<file path="src/sv/cbf_ram.sv">
`timescale 1ns / 1ps
// Generic single-port RAM with registered read data.
module cbf_ram #(
   parameter int unsigned WIDTH = 8,
   parameter int unsigned DEPTH = 64
) (
   input  logic                     clock,
   input  logic                     wr_en,
   input  logic [$clog2(DEPTH)-1:0] addr,
   input  logic [WIDTH-1:0]         wr_data,
   output logic [WIDTH-1:0]         rd_data
);

   logic [WIDTH-1:0] mem_ff [DEPTH];
   logic [WIDTH-1:0] rd_data_ff;

   always_ff @(posedge clock) begin
      if (wr_en) begin
         mem_ff[addr] <= wr_data;
      end
      rd_data_ff <= mem_ff[addr];
   end

   assign rd_data = rd_data_ff;

endmodule

</file>
<file path="config.mk">
export PLATFORM = sky130hd
export DESIGN_NAME = cbf_ram
export DESIGN_NICKNAME = d
export VERILOG_FILES = /design/src/sv/cbf_ram.sv
export SDC_FILE = /design/constraint.sdc
export NUM_CORES = 1
export LEC_CHECK = 0
export BUFFER_PORTS_ARGS = -buffer_cell sky130_fd_sc_hd__buf_2
export CELL_PAD_IN_SITES_DETAIL_PLACEMENT = 2
export CELL_PAD_IN_SITES_GLOBAL_PLACEMENT = 2
export CORE_ASPECT_RATIO = 0.75
export CORE_MARGIN = 10
export CORE_UTILIZATION = 52
export CTS_CLUSTER_SIZE = 25
export DETAILED_ROUTE_END_ITERATION = 6
export PLACE_DENSITY_LB_ADDON = 0.1
export SYNTH_ARGS = -nofsm -noshare
export SYNTH_HDL_FRONTEND = slang
export SYNTH_SLANG_ARGS = --single-unit
export TNS_END_PERCENT = 20
</file>
<file path="constraint.sdc">
create_clock -name clock -period 6.4 [get_ports clock]
set_input_delay 1.92 -clock clock [delete_from_list [all_inputs] [get_ports clock]]
set_output_delay 1.92 -clock clock [all_outputs]
set_load 0.03 [all_outputs]
</file>
==> results.md, run 1 <==
- After synthesis the netlist holds a flip-flop and latch count of 520.
- After detailed placement, the design holds a cell count of ~1,700.
- The root buffer cell chosen for the clock tree is sky130_fd_sc_hd__clkbuf_16.
- Counting flops with an async set or reset pin after synthesis yields a share of 0.
- The run stopped with a tool error.
- The number of nets in the synthesized netlist is approximately 1,200.
- The number of flops mapped to enable cells by yosys is 512.
- The count of buffers inserted at the top-level ports is 23.
- Yosys printed 0 warnings.
- Of the synthesized area, sequential elements account for 0.760.
- The number of buffers inserted for hold repair after clock tree synthesis is 0.
- The number of CTS-inserted buffers is 50.
- The initial cell density of the core is 0.530.
- The count of pins on the block boundary is 24.
- In this run the mean area of a mapped cell was 17.5 µm².
- Prior to clock tree synthesis, the placed netlist has a worst setup slack of between 700 and 800 ps.
- The post-CTS setup buffer count is 0.
- The H-tree was split into 2 levels.
- The die is about 250 µm wide.
- The quantity of gates resized following cts is 0.
- The number of instances in the synthesized netlist is between 1,000 and 1,500.
- The cell row count is slightly above 60.
- The clock passes through at most 3 buffers.
- The area of the mapped netlist is approximately 20,000 µm².
- The post-DP HPWL is about 45,000 µm.
- The clock drives 520 sinks.
- The count of cell types in the netlist is 56.
- The tool reported: "[ERROR DPL-0033] detailed placement checks failed during check placement".
- The last stage the flow got to is 4_1_cts.
- The congestion estimate from routability-driven global placement came to around 0.85.
- The dominant synthesized flop cell is sky130_fd_sc_hd__edfxtp_1.
- The vertical extent of the die is about 190 µm.
-- Yosys cell counts (4+ instances only) --
library cell / count / area, µm²
sky130_fd_sc_hd__a211oi_1: 6 / 45.0
sky130_fd_sc_hd__a21o_1: 4 / 30.0
sky130_fd_sc_hd__a21oi_1: 28 / 140
sky130_fd_sc_hd__a221o_1: 11 / 110
sky130_fd_sc_hd__a221oi_1: 21 / 184
sky130_fd_sc_hd__a22o_1: 10 / 87.6
sky130_fd_sc_hd__a22oi_1: 40 / 300
sky130_fd_sc_hd__a31oi_1: 15 / 93.8
sky130_fd_sc_hd__a32oi_1: 7 / 61.3
sky130_fd_sc_hd__and2_1: 9 / 56.3
sky130_fd_sc_hd__and3_1: 9 / 56.3
sky130_fd_sc_hd__and4_1: 6 / 52.6
sky130_fd_sc_hd__buf_1: 6 / 22.5
sky130_fd_sc_hd__buf_2: 30 / 150
sky130_fd_sc_hd__buf_4: 4 / 30.0
sky130_fd_sc_hd__buf_6: 5 / 56.3
sky130_fd_sc_hd__clkbuf_1: 36 / 135
sky130_fd_sc_hd__dfxtp_1: 8 / 160
sky130_fd_sc_hd__edfxtp_1: 512 / 15400
sky130_fd_sc_hd__mux2_1: 7 / 78.8
sky130_fd_sc_hd__mux2_2: 5 / 56.3
sky130_fd_sc_hd__mux2i_1: 63 / 631
sky130_fd_sc_hd__mux4_2: 41 / 923
sky130_fd_sc_hd__nand2_1: 45 / 169
sky130_fd_sc_hd__nand2b_1: 24 / 150
sky130_fd_sc_hd__nand3_1: 8 / 40.0
sky130_fd_sc_hd__nand3b_1: 12 / 90.1
sky130_fd_sc_hd__nor2_1: 82 / 308
sky130_fd_sc_hd__nor2b_1: 8 / 50.1
sky130_fd_sc_hd__o21ai_0: 9 / 45.0
sky130_fd_sc_hd__o221ai_1: 9 / 78.8
sky130_fd_sc_hd__o22a_1: 11 / 96.3
sky130_fd_sc_hd__o22ai_1: 22 / 138
sky130_fd_sc_hd__o2bb2ai_1: 7 / 61.3
sky130_fd_sc_hd__o31ai_1: 5 / 37.5
sky130_fd_sc_hd__or3b_2: 5 / 43.8
-- per-stage QoR --
step	utilization	instance area (µm²)
2_1_floorplan	-	20400
3_3_place_gp	0.550	21200
3_5_place_dp	0.550	21200
-- logic make-up after synthesis --
group,count (synthesis),share of synthesized area
AO/OA/AOI/OAI,222,0.0808
AND/OR/NAND/NOR,229,0.0571
multiplexers,116,0.0826
buffers and inverters,84,0.0198
flip-flops,520,0.760
==> run 2, diff against run 1 <==
==> config.mk (replaced) <==
export PLATFORM = sky130hd
export DESIGN_NAME = cbf_ram
export DESIGN_NICKNAME = d
export VERILOG_FILES = /design/src/sv/cbf_ram.sv
export SDC_FILE = /design/constraint.sdc
export NUM_CORES = 1
export LEC_CHECK = 0
export BUFFER_PORTS_ARGS = -buffer_cell sky130_fd_sc_hd__buf_2
export CORE_MARGIN = 10
export CORE_UTILIZATION = 40
export DETAILED_ROUTE_END_ITERATION = 6
export PLACE_DENSITY_LB_ADDON = 0.15
export SYNTH_ARGS = -nofsm -noshare
export SYNTH_HDL_FRONTEND = slang
export SYNTH_SLANG_ARGS = --single-unit
export TNS_END_PERCENT = 20
==> results.md, run 2 <==
- The pin count of the biggest net entering global routing is a little under 70.
- The total placed instance area is between 20,000 and 25,000 µm².
- The mean cell area of the mapped netlist is 17.5 µm².
- Summed over all layers, the global routing overflow is 0.
- The clock root buffer master is sky130_fd_sc_hd__clkbuf_16.
- The initial cell density of the core is 0.406.
- For the worst setup path, the data required time is 6630 ps.
- The post-CTS setup buffer count is 0.
- For the pin with the worst max-slew slack, the measured transition is about 1300 ps.
- The cell area after layout is 23,200 µm².
- Synthesis produced a netlist whose cell count is about 1,200.
- The via count normalized by instance count is just under 6.
- The mapped netlist covers between 20,000 and 25,000 µm².
- The post-CTS clock slew at the launch and capture registers of the worst setup and hold paths is 60 ps.
- The class of the tightest hold or removal check is flip-flop to flip-flop.
- After detailed routing, the average wire length per cell comes to around 30 µm.
- The critical path in this run is classified as input port to flip-flop.
- 24 I/O pins were placed.
- The detail route stage leaves a number of antenna-violating nets equal to 0.
- VDD sags by at most approximately 0.2 mV.
- Summed over all failing endpoints, the final setup total negative slack is 0 ps.
- The number of flops mapped to enable cells by yosys is 512.
- The number of fill cells in the layout is about 4,400.
- Synthesis instantiated 56 different standard cells from the library.
- The fraction of the yosys area taken by sequential cells is 0.760.
- The floorplan step set the die width to about 250 µm.
- The total number of vias is around 11,000.
- The total routing resource utilization after global routing is 0.191.
- The number of antenna violations at the first check in global routing is 3.
- The region available for standard cell placement spans roughly 50,000 µm².
- Of the cells placed in the final design, the portion with a size suffix greater than 1 is 0.168.
- At the placement stage, the worst setup path has a slack of roughly 1000 ps.
- Of all cell types, the one taking the most synthesized area is sky130_fd_sc_hd__edfxtp_1.
- Final hold analysis gives a worst-case slack of 750 ps.
- The floorplan step defined a die boundary enclosing 60,600 µm².
- For the worst flop-to-flop path, the logic depth is 5.
- The routed design has 57,700 µm of wire.
- In this run, post-CTS hold repair placed 0 buffers.
- The first detailed-routing pass took 5 iterations.
- The number of antenna diodes in the final layout is 0.
- The number of gates resized after CTS was 0.
- The area share of the largest cell type after synthesis is 0.752.
- The routability-driven placement congestion ratio is 0.853.
- The final-report hold violation count is 0.
- For the worst-skew pair, the clock arrives at the later sink with an insertion delay of approximately 600 ps.
- The register-to-register path setup slack is between 4000 and 5000 ps.
- The clock passes through at most 3 buffers.
- After detailed routing, the number of remaining DRC violations is 0.
- The leading cell type in the layout, fill and taps excluded is sky130_fd_sc_hd__edfxtp_1.
- The final critical-path required period is 4750 ps.
- The footprint of the multi-input gates is between 4000 and 5000 µm².
- The category of the worst setup path launch point is an input port.
- For this run, the post-layout net count is 1,243.
- In the layout the commonest cells are 512 x sky130_fd_sc_hd__edfxtp_1, 81 x sky130_fd_sc_hd__nor2_1, 63 x sky130_fd_sc_hd__mux2i_1.
- The worst path meets setup with 1650 ps of slack.
- The maximum level of the CTS H-tree is 2.
- The power density normalized to cell area is 312 nW/µm².
- Ranked by instance count, the synthesized netlist is headed by 512 x sky130_fd_sc_hd__edfxtp_1, 82 x sky130_fd_sc_hd__nor2_1, 63 x sky130_fd_sc_hd__mux2i_1.
- Summed over all cells, the static leakage comes to around 7.4 nW.
- Dividing the final minimum period by the clock period gives 0.742.
- STA classifies the critical path endpoint as a flip-flop.
- The die is roughly 250 µm tall.
- The run finished with clean final reports.
- The number of CTS-inserted buffers is 53.
- The largest fanout on the critical path is 66.
- Setup repair after global routing left no endpoint under its margin.
- The area added between synthesis and finish is 13.4%.
- The count of buffers inserted at the top-level ports is 23.
- Across the run, the number of max-cap violations was 0.
- The sequential cells in the finished layout cover a total of approximately 16,000 µm².
- Measured on the finished design, the core utilization comes to 0.460.
- The CTS tree is done.
- Headroom to the max-slew limit came out at 0.127.
- The first global-routing pass estimated between 80,000 and 90,000 µm of wire.
- The CTS sink count is 520.
- In the synthesized netlist the dominant register cell turns out to be sky130_fd_sc_hd__edfxtp_1.
- After the first detailed-routing iteration, the DRC count stood at between 1,000 and 1,500.
- The arrival time of the worst setup path is approximately 5000 ps.
- Yosys printed 0 warnings.
- The cell row count is 82.
- Setup violations remaining at the end of the flow were counted as 0.
- The depth of the worst hold-timing path is 4.
- The post-DP HPWL is approximately 36,000 µm.
- The final worst clock skew is 17.7 ps.
- The register with the most flip-flops in the layout has just over 500 of them.
- Based on the critical path, the design can be clocked at up to roughly 0.21 GHz.
- The number of nets in the synthesized netlist is 1,187.
- In this run, synthesis produced a sequential element count of between 500 and 600.
- In the post-synthesis netlist, the biggest area contributors are sky130_fd_sc_hd__edfxtp_1 75%, sky130_fd_sc_hd__mux4_2 4.5%, sky130_fd_sc_hd__mux2i_1 3.1%, sky130_fd_sc_hd__nor2_1 1.5%, sky130_fd_sc_hd__a22oi_1 1.5%.
- The fraction of registers with async set/reset is 0.
- The register with the highest flop count is mem_ff.
- The count of pins over their slew limit was 0.
- sky130_fd_sc_hd__edfxtp_1 is the most common cell in the netlist.
- The number of global-route vias before repair is 11,444.
[run 2: kinds of logic after synthesis]
kind of cell	synth area share
flops	0.760
simple gates	0.0571
compound gates	0.0808
mux	0.0826
buf+inv	0.0198
[run 2: per-layer routing]
metal  GRT usage  share of wire  vias to the layer above
li1            -              -                     4866
met1       0.262           0.43                     5987
met2       0.298           0.47                      486
met3      0.0414          0.074                       89
met4      0.0637          0.026                        4
met5           0        0.00047                        -
[run 2: power by group]
part / switching (W) / internal [W] / leakage [nW]
clock: 0.00128 / 0.00176 / 0.830
combinational: 0.000288 / 0.000119 / 1.93
sequential: 0.0000173 / 0.00377 / 4.67
total: 0.00159 / 0.00565 / 7.43
[run 2: final cells by class]
cell class | count | share of cell area
sequential | 520 | 0.670
multi-input combinational | 567 | 0.195
clock buffer | 71 | 0.0632
tap | 672 | 0.0363
timing repair buffer | 82 | 0.0252
clock inverter | 28 | 0.0101
inverter | 3 | 0.000486
[run 2: stage by stage]
| step | cells | power, W |
|---|---|---|
| 5_1_grt | 1943 | 0.00745 |
| 6_report | 1943 | 0.00724 |
| 3_3_place_gp | 1844 | 0.00427 |
| 2_1_floorplan | 1171 | 0.00407 |
| 4_1_cts | 1943 | 0.00729 |
| 3_5_place_dp | 1844 | 0.00427 |
[run 2: path summary, 6_finish.rpt]
kind            startpoint       endpoint
max                addr[0]  mem_ff[63][2]
min          mem_ff[34][3]     rd_data[3]
max reg2reg   mem_ff[5][3]     rd_data[3]
min reg2reg  mem_ff[34][3]     rd_data[3]
[run 2: critical path, stage by stage]
cell	delay, ps
sky130_fd_sc_hd__buf_4	600
sky130_fd_sc_hd__and2_1	810
sky130_fd_sc_hd__nand3_1	740
sky130_fd_sc_hd__nor2_1	800
(Power assumes the default switching activity.)
