==> src/sv/cbf_pkg.sv <==
`timescale 1ns / 1ps
// Shared types and constants for the counting Bloom filter.
package cbf_pkg;

   localparam int unsigned FILTER_BITS_DEF = 65536;
   localparam int unsigned KEY_INDEX_WORDS = 16;
   localparam int unsigned KEY_IN_WORDS    = 8;
   localparam int unsigned KEY_IN_W        = 64;
   localparam int unsigned INDEX_WORD_W    = 32;
   localparam int unsigned HASH_W          = 5;
   localparam int unsigned CTR_W           = 4;
   localparam logic [CTR_W-1:0] CTR_MAX    = 4'hF;
   localparam logic [HASH_W-1:0] HASH_RESET = 5'd4;
   localparam logic [HASH_W-1:0] HASH_LIMIT = 5'd16;

   localparam int unsigned CSR_INDEX_W = 1;
   localparam int unsigned CSR_DATA_W  = 5;
   localparam logic [CSR_INDEX_W-1:0] CSR_HASHES_PER_KEY   = 1'd0;
   localparam logic [CSR_INDEX_W-1:0] CSR_COUNTERS_ENABLED = 1'd1;

   typedef enum logic [1:0] {
      OP_TEST   = 2'd0,
      OP_ADD    = 2'd1,
      OP_DELETE = 2'd2,
      OP_CLEAR  = 2'd3
   } op_type;

   typedef enum logic [2:0] {
      ST_IDLE,
      ST_CLEAR,
      ST_READ,
      ST_MODIFY,
      ST_DONE
   } state_type;

   // One filter entry: membership bit and its usage counter.
   typedef struct packed {
      logic             member;
      logic [CTR_W-1:0] count;
   } cell_type;

   localparam int unsigned CELL_W = $bits(cell_type);

   // Result of the read-modify-write unit for one index.
   typedef struct packed {
      logic     wr;
      logic     present;
      cell_type entry;
   } upd_type;

endpackage

==> src/sv/cbf_update.sv <==
`timescale 1ns / 1ps
// Per-index update rule: new entry value and write strobe for one operation.
module cbf_update import cbf_pkg::*; (
   input  op_type   op,
   input  logic     counters_en,
   input  cell_type rd_cell,
   output upd_type  upd
);

   always_comb begin
      logic [CTR_W-1:0] cnt_nxt;
      cnt_nxt     = rd_cell.count;
      upd         = '0;
      upd.entry   = rd_cell;
      case (op)
         OP_TEST: begin
            upd.present = rd_cell.member;
         end
         OP_ADD: begin
            upd.wr           = 1'b1;
            upd.entry.member = 1'b1;
            if (counters_en && rd_cell.count != CTR_MAX) begin
               upd.entry.count = rd_cell.count + CTR_W'(1);
            end
         end
         OP_DELETE: begin
            if (counters_en) begin
               // A saturated counter is sticky, so its bit stays set.
               if (rd_cell.count != '0 && rd_cell.count != CTR_MAX) begin
                  cnt_nxt = rd_cell.count - CTR_W'(1);
               end
               upd.wr          = 1'b1;
               upd.entry.count = cnt_nxt;
               if (cnt_nxt == '0) begin
                  upd.entry.member = 1'b0;
               end
            end
         end
         default: begin
            upd.wr = 1'b0;
         end
      endcase
   end

endmodule

==> config.mk <==
export PLATFORM = sky130hd
export DESIGN_NAME = cbf_update
export DESIGN_NICKNAME = d
export VERILOG_FILES = /design/src/sv/cbf_pkg.sv /design/src/sv/cbf_update.sv
export SDC_FILE = /design/constraint.sdc
export NUM_CORES = 1
export LEC_CHECK = 0
export BUFFER_PORTS_ARGS = -buffer_cell sky130_fd_sc_hd__buf_2
export CAP_MARGIN = 10
export CORE_AREA = 2 2 39 41
export DETAILED_ROUTE_END_ITERATION = 6
export DIE_AREA = 0 0 41 43
export GPL_TIMING_DRIVEN = 0
export MAX_ROUTING_LAYER = met4
export SETUP_SLACK_MARGIN = 0.02
export SLEW_MARGIN = 20
export SYNTH_ARGS = -nofsm -noshare
export SYNTH_HDL_FRONTEND = slang
export SYNTH_SLANG_ARGS = --single-unit
export TNS_END_PERCENT = 10
==> constraint.sdc <==
create_clock -name vclk -period 1.59
set_input_delay 0.159 -clock vclk [all_inputs]
set_output_delay 0.159 -clock vclk [all_outputs]
set_load 0.1 [all_outputs]
; ---- Word-level counts from Yosys, hierarchy flattened
; Cells that the tools add are included.
[classes]
eq_ne = 3
n_addsub = 2
reduce_logical = 5
mux = 10
[op_table]
columns = operator, n
row1 = two-way mux 4 bit, 4
row2 = case mux 5 bit (2 select lines), 1
row3 = two-way mux 5 bit, 1
row4 = "adder 4 x 1 -> 4 bit, second input constant", 1
row5 = zero test 4 bit, 1
row6 = "inequality test 4 bit, second input constant", 1
row7 = nonzero test 4 bit, 1
row8 = "subtractor 4 x 1 -> 4 bit, second input constant", 1
row9 = two-way mux 1 bit, 3
row10 = "== test 2 x 1 -> 1 bit, second input constant", 1
row11 = "== test 2 bit, second input constant", 1
row12 = logical AND 1 bit, 2
row13 = zero test 2 bit, 1
row14 = case mux 1 bit (2 select lines), 1
[word_totals]
register_bits = 0
word_cells = 20
output_inout_bits = 7

; ---- Logic depth before layout (Yosys ltp)
; Gate-level depths: netlist of the first run.
[depth]
word_depth = 9
ltp_mapped = 8

; ---- Worst setup path before layout of the first run
; Ideal clock, no wire load.
[synth_timing]
path_type = in2out
from = in op[0]
to = out upd[3] (netlist name)
t_required_ps = 1431
path_slack_ps = -1662
arrival_time_ps = 3093
cell_stages = 6
cell_sequence = inv_1 ha_1 buf_2 inv_1 o31a_2 o21ai_0
[synth_lines]
columns = item, line_no
row1 = "start, declared", cbf_update.sv:4  ; input op_type op,
row2 = "end, declared", cbf_update.sv:7  ; output upd_type upd

==> results of run 1 <==
## metal layers
| metal | vias up | global-route usage [%] | wire length, um |
|---|---|---|---|
| met5 | - | - | 0 |
| met4 | 0 | 0 | 0 |
| met3 | 0 | 0 | 27 |
| met2 | 9 | 27.19 | 646 |
| met1 | 242 | 20.57 | 479 |
| li1 | 259 | - | - |
## tightest hold or removal path: stages
cell and delay, ps:
buf_6 110, a22oi_1 80, o21ai_2 90, buf_12 170
## cell type report
cell class,count,share of cell area (%)
multi-input combinational,50,62.88
timing repair buffer,15,22.02
buffer,5,6.927
inverter,8,5.329
tap,16,2.842
## cells in the mapped netlist (2+ instances only)
master   instances
a22oi_1          2
a31oi_1          4
buf_2            4
ha_1             5
inv_1            8
nand2_1          5
nand3_1          5
nor2_1           3
nor3_1           2
o21ai_0          8
## cells by family after synthesis
| family | synth area share (%) |
|---|---|
| compound gates | 37.39 |
| xor+xnor | 4.155 |
| fa+ha+maj | 14.84 |
| buf+inv | 16.32 |
| mux | 2.670 |
| simple gates | 24.63 |
## through the flow
stage | hold slack [ps] | setup TNS (ps) | total power, mW | setup WS, ps | utilization (%)
after global placement | 844.8 | -1918 | 0.3080 | -707.2 | 41.86
after detailed placement | 848.3 | -1908 | 0.3101 | -710.5 | 41.86
after CTS | 769.2 | -524.9 | 0.3650 | -289.5 | 48.73
after global routing | 827.0 | -753.4 | 0.3933 | -272.5 | 50.90
after floorplan | 608.9 | -2676 | 0.2641 | -580.0 | -
final | 774.5 | -483.1 | 0.3723 | -245.7 | 50.90
## final timing paths
check  startpoint      to
min    rd_cell[3]  upd[3]
max    rd_cell[0]  upd[1]
## layout by cell type, fill, tap and decap left out, types with 2 or more instances in the layout
cell     instances
o21ai_0          7
inv_1            6
buf_2            6
buf_4            5
nand2_1          4
buf_12           4
nor2_1           3
a31oi_1          3
buf_6            3
nand3_1          3
ha_1             3
a22oi_1          2
nand3_2          2
ha_4             2
## where the power goes
part,total (mW),internal (mW),switching [mW]
sequential,0,0,0
clock,0,0,0
combinational,0.372,0.133,0.239
## timing repair
item | 4_1_cts | 5_1_grt
pin swaps | 5 | 4
resized for setup | 25 | 7
cloned | 0 | 0
hold endpoints to repair | 0 | 0
buffers inserted | 3 | 0
endpoints found under the setup margin | 5 | 6
==> out/results.tsv, run 1 <==
metric	value	unit
fin_ws	-245.7	ps
start_kind	input port	
path_cells	buf_8, buf_12, clkinv_4, ha_4, or3b_4, nand3_2, mux2_4, o211ai_4, buf_12	
cp.required	1430	ps
place.gp.congestion	0.7629	
yosysSeqAreaShare	0	%
max_stage_delay	390	ps
drtAntennaViolNets	0	
outcome	finished with violations	
synth_cells	64	
die_h	43	um
area_delta_synth_final	67.06	%
die_w	41	um
grt_start_max_net_pins	11	
crit_top_cell	buf_12	
die-area	1763	um2
worst_pin_slew	483.1	ps
ys_warn_count	0	
hpwl	860.2	um
p_leak	0.3039	nW
clkbuf_count	0	
whs_path_depth	4	
period_needed	1836	ps
postCtsHoldBufs	0	
cp_top_family	simple AND/OR/NAND/NOR gates	
grt_pass1_wl	1.973	mm
drtIter0Drc	20	
crit_fanout	3	
syn_area_per_cell	6.588	um2
yosys-top-cells-area	ha_1 (15%), o21ai_0 (9.5%), inv_1 (7.1%)	
cp.depth	9	
path_buf_inv	4	
place_area	579.3	um2
min_period_over_period	115.5	%
peakVddDrop	0.2450	mV
finalSetupViolCount	3	
multi_input_area	442.9	um2
synth.distinct_cells	28	
rsz0062_at_grt	yes	
crit_type	input port to primary output	
drc	0	
max_freq	0.5447	GHz
synth_top_area_share	14.84	%
fin_cells	94	
rows	14	
drive_above_1_share	48.72	%
fillers	134	
seq_area	0	um2
via_count	510	
netlist_area	421.7	um2
grt_usage	15.56	%
fin_nets	93	
syn_nets	77	
dr.pass1.iters	4	
core	1384	um2
place_inst	92	
vias_per_cell	5.426	
grt_pass1_vias	471	
failed_checks	negative setup slack	
seq_cells	0	
cp_slowest_cell	or3b_4	
slew_headroom	68.01	%
cp-end-kind	primary output	
initial_core_util	30.47	%
slew_violations	0	
hold_violations	0	
io_pins	15	
wl_per_cell	12.26	um
hold_class	input port to primary output	
synth_top_area_cell	ha_1	
maxCapViolCount	0	
critPathArrivalTime	1680	ps
routed_wl	1.152	mm
final_area	704.4	um2
port_buffers	12	
antenna_cells	0	
grt-ovfl-total	0	
power_density	528.6	nW/um2
grt_antenna_before_repair	0	
Note: power is estimated with default switching activity, not from simulation.
==> run 2: changes to the inputs <==
--- a/config.mk
+++ b/config.mk
@@ -12,6 +12,7 @@
 export DIE_AREA = 0 0 41 43
 export GPL_TIMING_DRIVEN = 0
 export MAX_ROUTING_LAYER = met4
+export PLACE_DENSITY = 0.57
 export SETUP_SLACK_MARGIN = 0.02
 export SLEW_MARGIN = 20
 export SYNTH_ARGS = -nofsm -noshare
==> out/results.tsv, run 2 (same netlist as run 1, synthesis figures left out) <==
metric	value	unit	change
fin_nets	94		was 93
grt-ovfl-total	0		unchanged
place_inst	92		unchanged
dr.pass1.iters	4		unchanged
wl_per_cell	12.75	um	was 12.26 um
slew_violations	0		unchanged
path_buf_inv	4		unchanged
maxCapViolCount	0		unchanged
start_kind	input port		unchanged
cp-end-kind	primary output		unchanged
postCtsHoldBufs	0		unchanged
port_buffers	12		unchanged
die_h	43	um	unchanged
drtIter0Drc	10		was 20
fin_cells	95		was 94
crit_top_cell	buf_12		unchanged
die_w	41	um	unchanged
max_freq	0.5363	GHz	was 0.5447 GHz
rows	14		unchanged
path_cells	buf_8, buf_12, clkinv_4, ha_4, or3b_4, nand3_2, mux2_4, o211ai_4, buf_12		unchanged
critPathArrivalTime	1710	ps	was 1680 ps
hold_slack	771.9	ps	was 774.5 ps
worst_pin_slew	483.9	ps	was 483.1 ps
drive_above_1_share	48.10	%	was 48.72%
fillers	144		was 134
max_stage_delay	400	ps	was 390 ps
fin_util	50.90	%	unchanged
core	1384	um2	unchanged
fin_ws	-274.5	ps	was -245.7 ps
seq_area	0	um2	unchanged
peakVddDrop	0.2055	mV	was 0.2450 mV
grt_start_max_net_pins	11		unchanged
area_delta_synth_final	67.06	%	unchanged
drc	0		unchanged
outcome	finished with violations		unchanged
hold_violations	0		unchanged
fin_tns_setup	-583.2	ps	was -483.1 ps
min_from	rd_cell[3]		unchanged
failed_checks	negative setup slack		unchanged
drtAntennaViolNets	0		unchanged
whs_endpoint	upd[3]		unchanged
grt_pass1_wl	1.828	mm	was 1.973 mm
grt_usage	14.23	%	was 15.56%
antenna_cells	0		unchanged
cp_top_family	simple AND/OR/NAND/NOR gates		unchanged
p_leak	0.3131	nW	was 0.3039 nW
initial_core_util	30.47	%	unchanged
slew_headroom	67.96	%	was 68.01%
place.gp.congestion	0.7858		was 0.7629
crit_fanout	3		unchanged
clkbuf_count	0		unchanged
grt_pass1_vias	409		was 471
min_period_over_period	117.3	%	was 115.5%
io_pins	15		unchanged
cp.required	1430	ps	about the same
grt_antenna_before_repair	0		unchanged
rsz0062_at_grt	yes		unchanged
power_density	532.8	nW/um2	was 528.6 nW/um2
routed_wl	1.211	mm	was 1.152 mm
hpwl	875.6	um	was 860.2 um
crit_type	input port to primary output		unchanged
die-area	1763	um2	unchanged
period_needed	1864	ps	was 1836 ps
hold_class	input port to primary output		unchanged
vias_per_cell	5.316		was 5.426
via_count	505		was 510
finalSetupViolCount	5		was 3
final_cell_mix	buf_2 (7), o21ai_0 (7), inv_1 (6), nand2_1 (5), buf_4 (5)		was o21ai_0 (7), inv_1 (6), buf_2 (6), buf_4 (5)
seq_cells	0		unchanged
cp_slowest_cell	or3b_4		unchanged
whs_path_depth	4		unchanged
==> run 2: worst min-delay path, delay by kind of cell <==
family                 cells  cell delay, ps
buffers and inverters      2             270
AOI/OAI and AO/OA          2             170
==> run 2: timing repair <==
item                       4_1_cts  5_1_grt
setup buffers                    3        1
pin swaps                        3        4
setup endpoints to repair        5        6
gates resized for setup         14       19
==> run 2: how the worst max path moves through the flow <==
| stage | startpoint | end | depth (start not counted) |
|---|---|---|---|
| finish | rd_cell[0] | upd[1] | 9 |
| global route | rd_cell[0] | upd[1] | 9 |
| CTS | rd_cell[0] | upd[1] | 9 |
| detailed placement | rd_cell[1] | upd[1] | 9 |
| global placement | rd_cell[1] | upd[1] | 9 |
| floorplan | rd_cell[0] | upd[0] | 7 |
==> run 2: cell type report <==
type	instances	area, um2	area share (%)
plain buffers	5	52.55	7.460
inverters	8	37.54	5.329
multi-input cells	50	434.2	61.63
well taps	16	20.02	2.842
repair buffers	16	160.2	22.74
==> run 2: per-stage QoR <==
stage / setup WS, ps / cell area, um2 / power, mW
floorplan: -580.0 / 499.2 / 0.2641
global placement: -698.1 / 579.3 / 0.3087
detailed placement: -705.0 / 579.3 / 0.3101
CTS: -311.2 / 635.6 / 0.3418
global route: -309.4 / 704.4 / 0.3939
finish: -274.5 / 704.4 / 0.3753
==> run 2: routing by layer <==
metal  GRT usage, %  wire [um]  share of wire [%]  vias up
met5              -          0                  0        -
li1               -          -                  -      262
met3              0         36                3.0        0
met2          23.75        605                 50       10
met4              0          0                  0        0
met1          19.94        568                 47      233
==> run 2: power breakdown <==
part,total [mW],internal [mW],switching (mW)
clock,0,0,0
sequential,0,0,0
combinational,0.375,0.136,0.239
